<file path="config.mk">
export PLATFORM = sky130hd
export DESIGN_NAME = resistive_touch_sample_filter_unit
export DESIGN_NICKNAME = d
export VERILOG_FILES = /design/src/hdl/rtsf_pkg.sv /design/src/hdl/resistive_touch_sample_filter_unit.sv /design/src/hdl/rtsf_pair_mean.sv /design/src/hdl/rtsf_filter_core.sv
export SDC_FILE = /design/constraint.sdc
export NUM_CORES = 1
export LEC_CHECK = 0
export ABC_CLOCK_PERIOD_IN_PS = 12300
export BUFFER_PORTS_ARGS = -buffer_cell sky130_fd_sc_hd__buf_2
export CORE_UTILIZATION = 43
export CTS_CLUSTER_DIAMETER = 50
export DETAILED_ROUTE_END_ITERATION = 10
export HOLD_SLACK_MARGIN = 0.03
export SLEW_MARGIN = 20
export SYNTH_ARGS = -nofsm -noshare
export SYNTH_HDL_FRONTEND = slang
export SYNTH_SLANG_ARGS = --single-unit
</file>
<file path="constraint.sdc">
create_clock -name clk -period 12.3 [get_ports clk]
set_input_delay 1.23 -clock clk [delete_from_list [all_inputs] [get_ports clk]]
set_output_delay 1.23 -clock clk [all_outputs]
set_load 0.005 [all_outputs]
</file>
<file path="src/hdl/rtsf_pkg.sv">
// shared types, constants and register codes for the resistive touch sample filter
package rtsf_pkg;

    // field widths
    localparam int SAMPLE_BITS = 12;
    localparam int PRESS_BITS  = SAMPLE_BITS + 1;
    localparam int TIME_BITS   = 32;
    localparam int IVAL_BITS   = 8;
    localparam int ROT_BITS    = 2;
    localparam int CFG_IDX_BITS  = 2;
    localparam int CFG_DATA_BITS = PRESS_BITS;

    localparam logic [SAMPLE_BITS-1:0] SAMPLE_MAX = {SAMPLE_BITS{1'b1}};

    // configuration register indexes
    localparam logic [CFG_IDX_BITS-1:0] REG_PRESSURE_THRESHOLD = 2'd0;
    localparam logic [CFG_IDX_BITS-1:0] REG_MIN_INTERVAL_MS    = 2'd1;
    localparam logic [CFG_IDX_BITS-1:0] REG_ROTATION_MODE      = 2'd2;

    // screen rotation codes
    typedef enum logic [ROT_BITS-1:0] {
        ROT_QUARTER      = 2'd0,  // x' = max - y, y' = x
        ROT_NONE         = 2'd1,  // x' = x, y' = y
        ROT_THREE_QUARTER = 2'd2, // x' = y, y' = max - x
        ROT_HALF         = 2'd3   // x' = max - x, y' = max - y
    } rot_t;

    // reset values
    localparam logic [PRESS_BITS-1:0] THRESHOLD_RESET = 13'd200;
    localparam logic [IVAL_BITS-1:0]  INTERVAL_RESET  = 8'd3;
    localparam rot_t                  ROTATION_RESET  = ROT_NONE;
    localparam logic [TIME_BITS-1:0]  LAST_GOOD_RESET = 32'h8000_0000;

    typedef struct packed {
        logic [PRESS_BITS-1:0] pressure_threshold;
        logic [IVAL_BITS-1:0]  min_interval_ms;
        rot_t                  rotation_mode;
    } cfg_t;

    typedef struct packed {
        logic [TIME_BITS-1:0]   now_ms;
        logic [SAMPLE_BITS-1:0] pressure_one;
        logic [SAMPLE_BITS-1:0] pressure_two;
        logic [SAMPLE_BITS-1:0] x_first;
        logic [SAMPLE_BITS-1:0] x_second;
        logic [SAMPLE_BITS-1:0] x_third;
        logic [SAMPLE_BITS-1:0] y_first;
        logic [SAMPLE_BITS-1:0] y_second;
        logic [SAMPLE_BITS-1:0] y_third;
    } sample_t;

    typedef struct packed {
        logic [SAMPLE_BITS-1:0] pos_x;
        logic [SAMPLE_BITS-1:0] pos_y;
        logic [PRESS_BITS-1:0]  pressure;
        logic                   touched;
    } result_t;

endpackage

</file>
<file path="src/hdl/resistive_touch_sample_filter_unit.sv">
// top level: config registers, input register, filter core and result register
//
//  channel   signals                                    direction
//  -------   ----------------------------------------   ---------
//  sample    sample_valid, sample_ready, sample          in
//  result    result_valid, result_ready, result          out
//  cfg       cfg_valid, cfg_ready, cfg_index, cfg_data   in
//
// An item waits in the input register, where the filter core processes it
// and updates the held state, then moves to the result register when that
// register is free or being read; result_valid rises once the item is in the
// result register. One item per cycle is sustained while result_ready stays
// high. A stalled result holds the input register, and sample_ready drops
// only when both registers are full.
// Reset restores the register defaults and resets the held state; cfg_ready
// is always high.
module resistive_touch_sample_filter_unit (
    input  logic                                clk,
    input  logic                                rst_n,
    input  logic                                sample_valid,
    output logic                                sample_ready,
    input  rtsf_pkg::sample_t                   sample,
    output logic                                result_valid,
    input  logic                                result_ready,
    output rtsf_pkg::result_t                   result,
    input  logic                                cfg_valid,
    output logic                                cfg_ready,
    input  logic [rtsf_pkg::CFG_IDX_BITS-1:0]   cfg_index,
    input  logic [rtsf_pkg::CFG_DATA_BITS-1:0]  cfg_data
);
    import rtsf_pkg::*;

    cfg_t    cfg_reg;
    logic    item_valid_reg;
    sample_t item_reg;
    logic    out_valid_reg;
    result_t out_reg;
    result_t core_result;
    logic    advance;
    logic    step;

    // pipeline flow
    assign advance      = !out_valid_reg || result_ready;
    assign step         = item_valid_reg && advance;
    assign sample_ready = !item_valid_reg || advance;
    assign cfg_ready    = 1'b1;

    // configuration registers
    always_ff @(posedge clk or negedge rst_n)
    begin
        if (!rst_n)
        begin
            cfg_reg.pressure_threshold <= THRESHOLD_RESET;
            cfg_reg.min_interval_ms    <= INTERVAL_RESET;
            cfg_reg.rotation_mode      <= ROTATION_RESET;
        end
        else if (cfg_valid)
        begin
            unique case (cfg_index)
                REG_PRESSURE_THRESHOLD: cfg_reg.pressure_threshold <= cfg_data;
                REG_MIN_INTERVAL_MS:    cfg_reg.min_interval_ms    <= cfg_data[IVAL_BITS-1:0];
                REG_ROTATION_MODE:      cfg_reg.rotation_mode      <= rot_t'(cfg_data[ROT_BITS-1:0]);
                default:                ;
            endcase
        end
    end

    // input register
    always_ff @(posedge clk or negedge rst_n)
    begin
        if (!rst_n)
        begin
            item_valid_reg <= 1'b0;
        end
        else if (sample_ready)
        begin
            item_valid_reg <= sample_valid;
        end
    end

    always_ff @(posedge clk)
    begin
        if (sample_valid && sample_ready)
        begin
            item_reg <= sample;
        end
    end

    rtsf_filter_core u_core (
        .clk    (clk),
        .rst_n  (rst_n),
        .step   (step),
        .item   (item_reg),
        .cfg    (cfg_reg),
        .result (core_result)
    );

    // result register
    always_ff @(posedge clk or negedge rst_n)
    begin
        if (!rst_n)
        begin
            out_valid_reg <= 1'b0;
        end
        else if (advance)
        begin
            out_valid_reg <= item_valid_reg;
        end
    end

    always_ff @(posedge clk)
    begin
        if (step)
        begin
            out_reg <= core_result;
        end
    end

    assign result_valid = out_valid_reg;
    assign result       = out_reg;

endmodule

</file>
<file path="src/hdl/rtsf_pair_mean.sv">
// mean of the closest two of three samples on one axis
module rtsf_pair_mean (
    input  logic [rtsf_pkg::SAMPLE_BITS-1:0] a,
    input  logic [rtsf_pkg::SAMPLE_BITS-1:0] b,
    input  logic [rtsf_pkg::SAMPLE_BITS-1:0] c,
    output logic [rtsf_pkg::SAMPLE_BITS-1:0] mean
);
    import rtsf_pkg::*;

    logic [SAMPLE_BITS-1:0] d_ab;
    logic [SAMPLE_BITS-1:0] d_ac;
    logic [SAMPLE_BITS-1:0] d_bc;
    logic [SAMPLE_BITS-1:0] p;
    logic [SAMPLE_BITS-1:0] q;
    logic [SAMPLE_BITS:0]   sum;

    // pairwise distances
    assign d_ab = (a > b) ? a - b : b - a;
    assign d_ac = (a > c) ? a - c : c - a;
    assign d_bc = (b > c) ? b - c : c - b;

    // pick the pair, ties go to first/second, then first/third
    always_comb
    begin
        if (d_ab <= d_ac && d_ab <= d_bc)
        begin
            p = a;
            q = b;
        end
        else if (d_ac <= d_bc)
        begin
            p = a;
            q = c;
        end
        else
        begin
            p = b;
            q = c;
        end
    end

    // mean rounded down
    assign sum  = {1'b0, p} + {1'b0, q};
    assign mean = sum[SAMPLE_BITS:1];

endmodule

</file>
<file path="src/hdl/rtsf_filter_core.sv">
// held touch state and the per-item update: interval gate, pressure, averaging, rotation
module rtsf_filter_core (
    input  logic              clk,
    input  logic              rst_n,
    input  logic              step,
    input  rtsf_pkg::sample_t item,
    input  rtsf_pkg::cfg_t    cfg,
    output rtsf_pkg::result_t result
);
    import rtsf_pkg::*;

    logic [TIME_BITS-1:0]   last_good_reg;
    logic [TIME_BITS-1:0]   last_good_next;
    logic [SAMPLE_BITS-1:0] held_x_reg;
    logic [SAMPLE_BITS-1:0] held_x_next;
    logic [SAMPLE_BITS-1:0] held_y_reg;
    logic [SAMPLE_BITS-1:0] held_y_next;
    logic [PRESS_BITS-1:0]  held_press_reg;
    logic [PRESS_BITS-1:0]  held_press_next;

    logic [TIME_BITS-1:0]   elapsed;
    logic                   due;
    logic [PRESS_BITS-1:0]  press;
    logic                   good;
    logic [SAMPLE_BITS-1:0] mean_x;
    logic [SAMPLE_BITS-1:0] mean_y;
    logic [SAMPLE_BITS-1:0] rot_x;
    logic [SAMPLE_BITS-1:0] rot_y;

    // interval gate with wrapping difference
    assign elapsed = item.now_ms - last_good_reg;
    assign due     = elapsed >= {{(TIME_BITS-IVAL_BITS){1'b0}}, cfg.min_interval_ms};

    // z1 + (max - z2)
    assign press = {1'b0, item.pressure_one} + {1'b0, ~item.pressure_two};
    assign good  = due && (press >= cfg.pressure_threshold);

    rtsf_pair_mean u_mean_x (
        .a    (item.x_first),
        .b    (item.x_second),
        .c    (item.x_third),
        .mean (mean_x)
    );

    rtsf_pair_mean u_mean_y (
        .a    (item.y_first),
        .b    (item.y_second),
        .c    (item.y_third),
        .mean (mean_y)
    );

    // rotation
    always_comb
    begin
        unique case (cfg.rotation_mode)
            ROT_QUARTER:
            begin
                rot_x = SAMPLE_MAX - mean_y;
                rot_y = mean_x;
            end
            ROT_NONE:
            begin
                rot_x = mean_x;
                rot_y = mean_y;
            end
            ROT_THREE_QUARTER:
            begin
                rot_x = mean_y;
                rot_y = SAMPLE_MAX - mean_x;
            end
            ROT_HALF:
            begin
                rot_x = SAMPLE_MAX - mean_x;
                rot_y = SAMPLE_MAX - mean_y;
            end
            default:
            begin
                rot_x = mean_x;
                rot_y = mean_y;
            end
        endcase
    end

    // next held state for this item
    assign held_press_next = due  ? press       : held_press_reg;
    assign held_x_next     = good ? rot_x       : held_x_reg;
    assign held_y_next     = good ? rot_y       : held_y_reg;
    assign last_good_next  = good ? item.now_ms : last_good_reg;

    // result reflects the state after this item
    assign result.pos_x    = held_x_next;
    assign result.pos_y    = held_y_next;
    assign result.pressure = held_press_next;
    assign result.touched  = held_press_next >= cfg.pressure_threshold;

    // held state, updated once per processed item
    always_ff @(posedge clk or negedge rst_n)
    begin
        if (!rst_n)
        begin
            last_good_reg  <= LAST_GOOD_RESET;
            held_x_reg     <= '0;
            held_y_reg     <= '0;
            held_press_reg <= '0;
        end
        else if (step)
        begin
            last_good_reg  <= last_good_next;
            held_x_reg     <= held_x_next;
            held_y_reg     <= held_y_next;
            held_press_reg <= held_press_next;
        end
    end

endmodule
</file>
After elaboration in Yosys (flattened, before gate mapping)
Cells that the tools add are included.

storage, ports and cells
  output and inout port bits = 41
  bits in registers = 260
  logic and storage cells = 93
  bits of input ports = 148

operators by class
  reduce and logical (&&, ||, !) cells = 15
  bitwise gates (word level) = 1
  add/subtract/negate cells = 18
  order comparisons = 15
  eq/ne operators = 5
  muxes and demuxes = 17

operators with widths
  operator                count
  $mux 12                 14
  $sub 12x12->12          12
  $pmux 12 s4             2
  $gt 12x12->1            6
  $le 12x12->1            6
  $add 12x12->13          3
  $ge 32x8->1             1
  $sub 32x32->32          1
  $ge 13x13->1            2
  $sub 12x12->12 const A  2
  $mux 13                 1
  $not 12->12             1
  $reduce_and 2->1        4
  $eq 2x2->1 const B      3
  $logic_and 1x1->1       5
  $eq 2x1->1 const B      2
  $logic_not 2->1         2
  $logic_not 1->1         2
  $logic_or 1x1->1        2

Longest topological paths before layout
  word-level depth = 9
  depth in mapped cells = 40
  mapped depth without buffers = 38

Modules after synthesis
Synthesis repeated with hierarchy kept, for this count alone.

second synthesis, totals
  cells, all modules = 2485
  area, all modules = 23201.0 µm²

modules (own cells, without submodules)
  module                              seq. area each (µm²)  cells an instance  instances  area each (µm²)
  rtsf_filter_core                    1727.9                1021               1          8077.7
  resistive_touch_sample_filter_unit  5617.9                226                1          5975.7
  rtsf_pair_mean (u_core.u_mean_x)    0.0                   634                1          4619.4
  rtsf_pair_mean (u_core.u_mean_y)    0.0                   604                1          4528.1

Worst setup path before layout
Ideal clock, no wire load.

  path kind = register to register
  from = register item_reg[12] (netlist name)
  to = register out_reg, in the netlist result[37], data pin
  arrival = 7.641 ns
  stages on the path, launching flop included = 38
  period minus slack after synthesis = 7.901 ns
  data required time = 12.040 ns
  path buffers = 1
  library setup time = 0.260 ns
  path slack = 4.399 ns
  cells stage by stage = edfxtp_1 > inv_1 > ha_1 > inv_1 > fa_1 > a21o_1 > a21oi_1 > o21ai_1 > a31o_2 > a21oi_1 > nor3_2 > mux2_2 > a2111oi_0 > o21ai_1 > a31o_2 > a31oi_1 > xor2_1 > ha_1 > [2 not listed] > a2111oi_0 > a21o_1 > o21bai_1 > clkbuf_1 > o21ai_0 > fa_1 > a21o_1 > a21oi_1 > o21bai_1 > a21oi_1 > o21bai_1 > a21oi_1 > nor2_1 > a211o_1 > o31ai_1 > o21ai_0 > xnor2_1 > mux2_2

RTL lines
  what                    RTL line                                   text
  start, declared         resistive_touch_sample_filter_unit.sv:35   sample_t item_reg;
  start signal, assigned  resistive_touch_sample_filter_unit.sv:85   item_reg <= sample;
  end signal, assigned    resistive_touch_sample_filter_unit.sv:115  out_reg <= core_result;
  end, declared           resistive_touch_sample_filter_unit.sv:37   result_t out_reg;

==> impl_metrics.env <==
export IMPL_initial_utilization_pct=43.6
export IMPL_insertion_delay_ns=0.56
export IMPL_route_detailed_drc=0
export IMPL_die_area_sq_um=51800
export IMPL_wl_per_cell_um=18.7
export IMPL_timing_setup_tns_ns=0
export IMPL_clock_sinks=260
export IMPL_drive_gt1_share_pct=16.8
export IMPL_place_detailed_instances=3045
export IMPL_cts_max_path_buffers=3
export IMPL_post_synth_top_area_fraction_pct=22.8
export IMPL_clock_skew_ns=0.0162
export IMPL_largest_reg_flops=128
export IMPL_gr_max_usage_layer="met2"
export IMPL_rr_startpoint="item_reg[12]"
export IMPL_most_common_layout_cells="sky130_fd_sc_hd__ha_1, sky130_fd_sc_hd__inv_1, sky130_fd_sc_hd__buf_2, sky130_fd_sc_hd__nand2_1, sky130_fd_sc_hd__a21oi_1"
export IMPL_grt_overflow_total=0
export IMPL_rsz_0062_raised_after_global_routing="no"
export IMPL_period_share_pct=79.1
export IMPL_critPathMostFrequentCell="sky130_fd_sc_hd__a21oi_1"
export IMPL_start_point_of_the_worst_min_delay_path="u_core.held_press_reg[1]"
export IMPL_timing_reg2reg_setup_slack_ns=2.57
export IMPL_cts_tree="done"
export IMPL_via_count=17182
export IMPL_via_per_inst=5.52
export IMPL_wirelength_mm=58.1
export IMPL_postSynthCellCount=2250
export IMPL_postSynth_asyncResetShare_pct=36.2
export IMPL_r2r_cells=37
export IMPL_flop_and_latch_count_out_of_synthesis=260
export IMPL_area_growth_pct=12.4
export IMPL_fillers=4722
export IMPL_timing_hold_worst_path_depth=2
export IMPL_max_vdd_ir_drop_mv=0.134
export IMPL_holdPathEnd="u_core.held_press_reg[1]"
export IMPL_cts_hold_buffers=0
export IMPL_ys_flop_type="sky130_fd_sc_hd__edfxtp_1"
export IMPL_grt_met3_usage_pct=3.03
export IMPL_grt_use_met1_pct=31.1
export IMPL_pwr_density_cell_nw_per_um2=243
export IMPL_crit_path_max_fanout=23
export IMPL_syn_num_nets=2721
export IMPL_maximum_number_of_pins_on_one_net_before_global_route_repair=87
export IMPL_timing_final_crit_period_ns=9.73
export IMPL_status="completed"
export IMPL_floorplan_die_height_um=228
export IMPL_critical_path_max_stage_delay_ns=0.65
export IMPL_crit_start="item_reg[12]"
export IMPL_max_slew_worst_pin_slew_ns=1.02
export IMPL_synth_edff_count=166
export IMPL_cts_resized_gates=0
export IMPL_synth_sequential_area_ratio_pct=33.6
export IMPL_total_leakage_power_nw=11.2
export IMPL_htree_levels=2
export IMPL_postCtsSetupBuffers=0
export IMPL_rows=82
export IMPL_root_buffer="sky130_fd_sc_hd__clkbuf_16"
export IMPL_global_route_wire_length_before_repair_mm=92.0
export IMPL_yosys_area_top_type="sky130_fd_sc_hd__edfxtp_1"
export IMPL_clk_pin_slew_worst_paths_ns=0.06
export IMPL_globalplace_congestion=0.971
export IMPL_clock_buffer_count_from_cts=37
export IMPL_syn_area_per_cell_sq_um=9.73
export IMPL_regArea_sq_um=7350
export IMPL_fp_coreArea_sq_um=50200
export IMPL_maxClockFrequency_mhz=103
export IMPL_die_w_um=228
export IMPL_yosys_warnings=0
export IMPL_final_common_cell="sky130_fd_sc_hd__ha_1"
export IMPL_setup_crit_start_kind="flip-flop"
export IMPL_required_ns=12.61
export IMPL_numPortBuffers=187
export IMPL_grt_total_usage_pct=22.7
export IMPL_cap_viol_max_count=0
export IMPL_timing_max_slew_rel_slack_pct=31.7
export IMPL_antenna_violations_before_repair=0
export IMPL_grt_util_met2_pct=37.1
export IMPL_crit_path_top_delay_cell="sky130_fd_sc_hd__a2111oi_0"
export IMPL_nets=2883
export IMPL_detailed_place_hpwl_mm=46.3
export IMPL_detailedRoute_firstPassIterationCount=5
export IMPL_final_instance_count_excl_fill=3113
export IMPL_finalSetupViolCount=0
export IMPL_dr_first_iter_drc_count=933
export IMPL_number_of_antenna_repair_diodes=0
export IMPL_end_kind="flip-flop"
export IMPL_detail_route_antenna_nets=0
export IMPL_multi_input_gate_area_sq_um=13400
export IMPL_worstHoldPathType="flip-flop to flip-flop"
export IMPL_synth_top_cells_by_area="sky130_fd_sc_hd__edfxtp_1, sky130_fd_sc_hd__ha_1, sky130_fd_sc_hd__dfrtp_1"
export IMPL_max_slew_violation_total_from_the_final_report=0
export IMPL_regToRegEndpoint="result[37]"
export IMPL_hold_viol_final=0
export IMPL_timing_critical_path_arrival_ns=10.04
export IMPL_critPathKind="flip-flop to flip-flop"
export IMPL_area_of_the_mapped_netlist_sq_um=21900
export IMPL_ioPinCount=189
export IMPL_grt_pass1_vias=16995
export IMPL_unique_cell_type_count_in_the_yosys_netlist=82
synthesized netlist by cell type, types with 7 or more instances:
cell type	number
sky130_fd_sc_hd__ha_1	307
sky130_fd_sc_hd__inv_1	223
sky130_fd_sc_hd__nand2_1	175
sky130_fd_sc_hd__a21oi_1	168
sky130_fd_sc_hd__edfxtp_1	166
sky130_fd_sc_hd__o21ai_0	142
sky130_fd_sc_hd__mux2_2	88
sky130_fd_sc_hd__dfrtp_1	87
sky130_fd_sc_hd__xnor2_1	86
sky130_fd_sc_hd__nor2_1	85
sky130_fd_sc_hd__a21o_1	73
sky130_fd_sc_hd__mux2i_1	60
sky130_fd_sc_hd__clkbuf_1	55
sky130_fd_sc_hd__nand4_1	41
sky130_fd_sc_hd__xor2_1	41
sky130_fd_sc_hd__nand2b_1	29
sky130_fd_sc_hd__nand3_1	29
sky130_fd_sc_hd__o21bai_1	29
sky130_fd_sc_hd__mux2_4	26
sky130_fd_sc_hd__o21ai_1	24
sky130_fd_sc_hd__o211ai_1	21
sky130_fd_sc_hd__nor3_1	20
sky130_fd_sc_hd__o21a_1	19
sky130_fd_sc_hd__a31oi_1	17
sky130_fd_sc_hd__nor2b_1	17
sky130_fd_sc_hd__fa_1	16
sky130_fd_sc_hd__o31ai_1	13
sky130_fd_sc_hd__o21ai_2	11
sky130_fd_sc_hd__a211oi_1	10
sky130_fd_sc_hd__a21boi_0	10
sky130_fd_sc_hd__a211o_1	9
sky130_fd_sc_hd__and3_1	9
sky130_fd_sc_hd__a2111oi_0	8
sky130_fd_sc_hd__and4_1	8
sky130_fd_sc_hd__buf_6	8
sky130_fd_sc_hd__a221o_1	7
sky130_fd_sc_hd__and2_1	7
sky130_fd_sc_hd__dfstp_2	7
power breakdown:
part | switching (mW) | total (mW) | internal [mW]
combinational | 2.09 | 3.65 | 1.56
sequential | 0.108 | 1.30 | 1.19
clock | 0.422 | 1.04 | 0.614
final cells by class:
| type | instances | share of cell area (%) |
|---|---|---|
| flip-flops and latches | 260 | 29.8 |
| multi-input cells | 1691 | 54.3 |
| clock buffers | 48 | 4.13 |
| repair buffers | 199 | 4.19 |
| clock inverters | 20 | 0.717 |
| well taps | 672 | 3.42 |
| inverters | 223 | 3.40 |
how the worst max path moves through the flow:
| stage | end | slack (ns) | cells after the start |
|---|---|---|---|
| 2_1_floorplan | result[37] | 4.40 | 37 |
| 6_report | result[37] | 2.57 | 37 |
| 4_1_cts | result[37] | 2.40 | 37 |
| 5_1_grt | result[37] | 1.63 | 36 |
| 3_3_place_gp | result[25] | 2.37 | 36 |
| 3_5_place_dp | result[37] | 2.42 | 37 |
metrics by stage:
| stage | cell area, sq um | total power, mW | setup WS, ns | utilization [%] | hold slack [ns] |
|---|---|---|---|---|---|
| 2_1_floorplan | 21900 | 4.04 | 4.40 | - | 0.446 |
| 3_3_place_gp | 23400 | 4.87 | 2.37 | 46.7 | 0.458 |
| 3_5_place_dp | 23400 | 4.93 | 2.42 | 46.7 | 0.473 |
| 4_1_cts | 24600 | 6.02 | 2.40 | 49.0 | 0.486 |
| 5_1_grt | 24600 | 6.51 | 1.63 | 49.1 | 0.506 |
| 6_report | 24600 | 5.98 | 2.57 | 49.1 | 0.480 |
worst max-delay path, delay by kind of cell (launching register included):
family / cells / cell delay [ns]
AO/OA/AOI/OAI: 24 / 5.47
adder cells (fa/ha/maj): 4 / 1.20
multiplexers: 2 / 0.73
AND/OR/NAND/NOR: 2 / 0.68
buffers and inverters: 3 / 0.50
XOR/XNOR: 2 / 0.48
flip-flops: 1 / 0.41
layer usage:
metal  part of all wire [%]  vias to the layer above
li1                       -                     8470
met1                     47                     8191
met2                     46                      428
met3                    4.7                       93
met4                    2.6                        0
met5                      0                        -
logic make-up after synthesis:
| group | Yosys count | synth area share (%) |
|---|---|---|
| flops | 260 | 33.6 |
| buf+inv | 299 | 5.50 |
| xor+xnor | 127 | 5.08 |
| simple gates | 450 | 9.97 |
| fa+ha+maj | 323 | 19.0 |
| mux | 174 | 9.05 |
| compound gates | 616 | 17.8 |
| other cells | 1 | 0.0171 |
No activity file was read; power rests on OpenSTA's default activity.
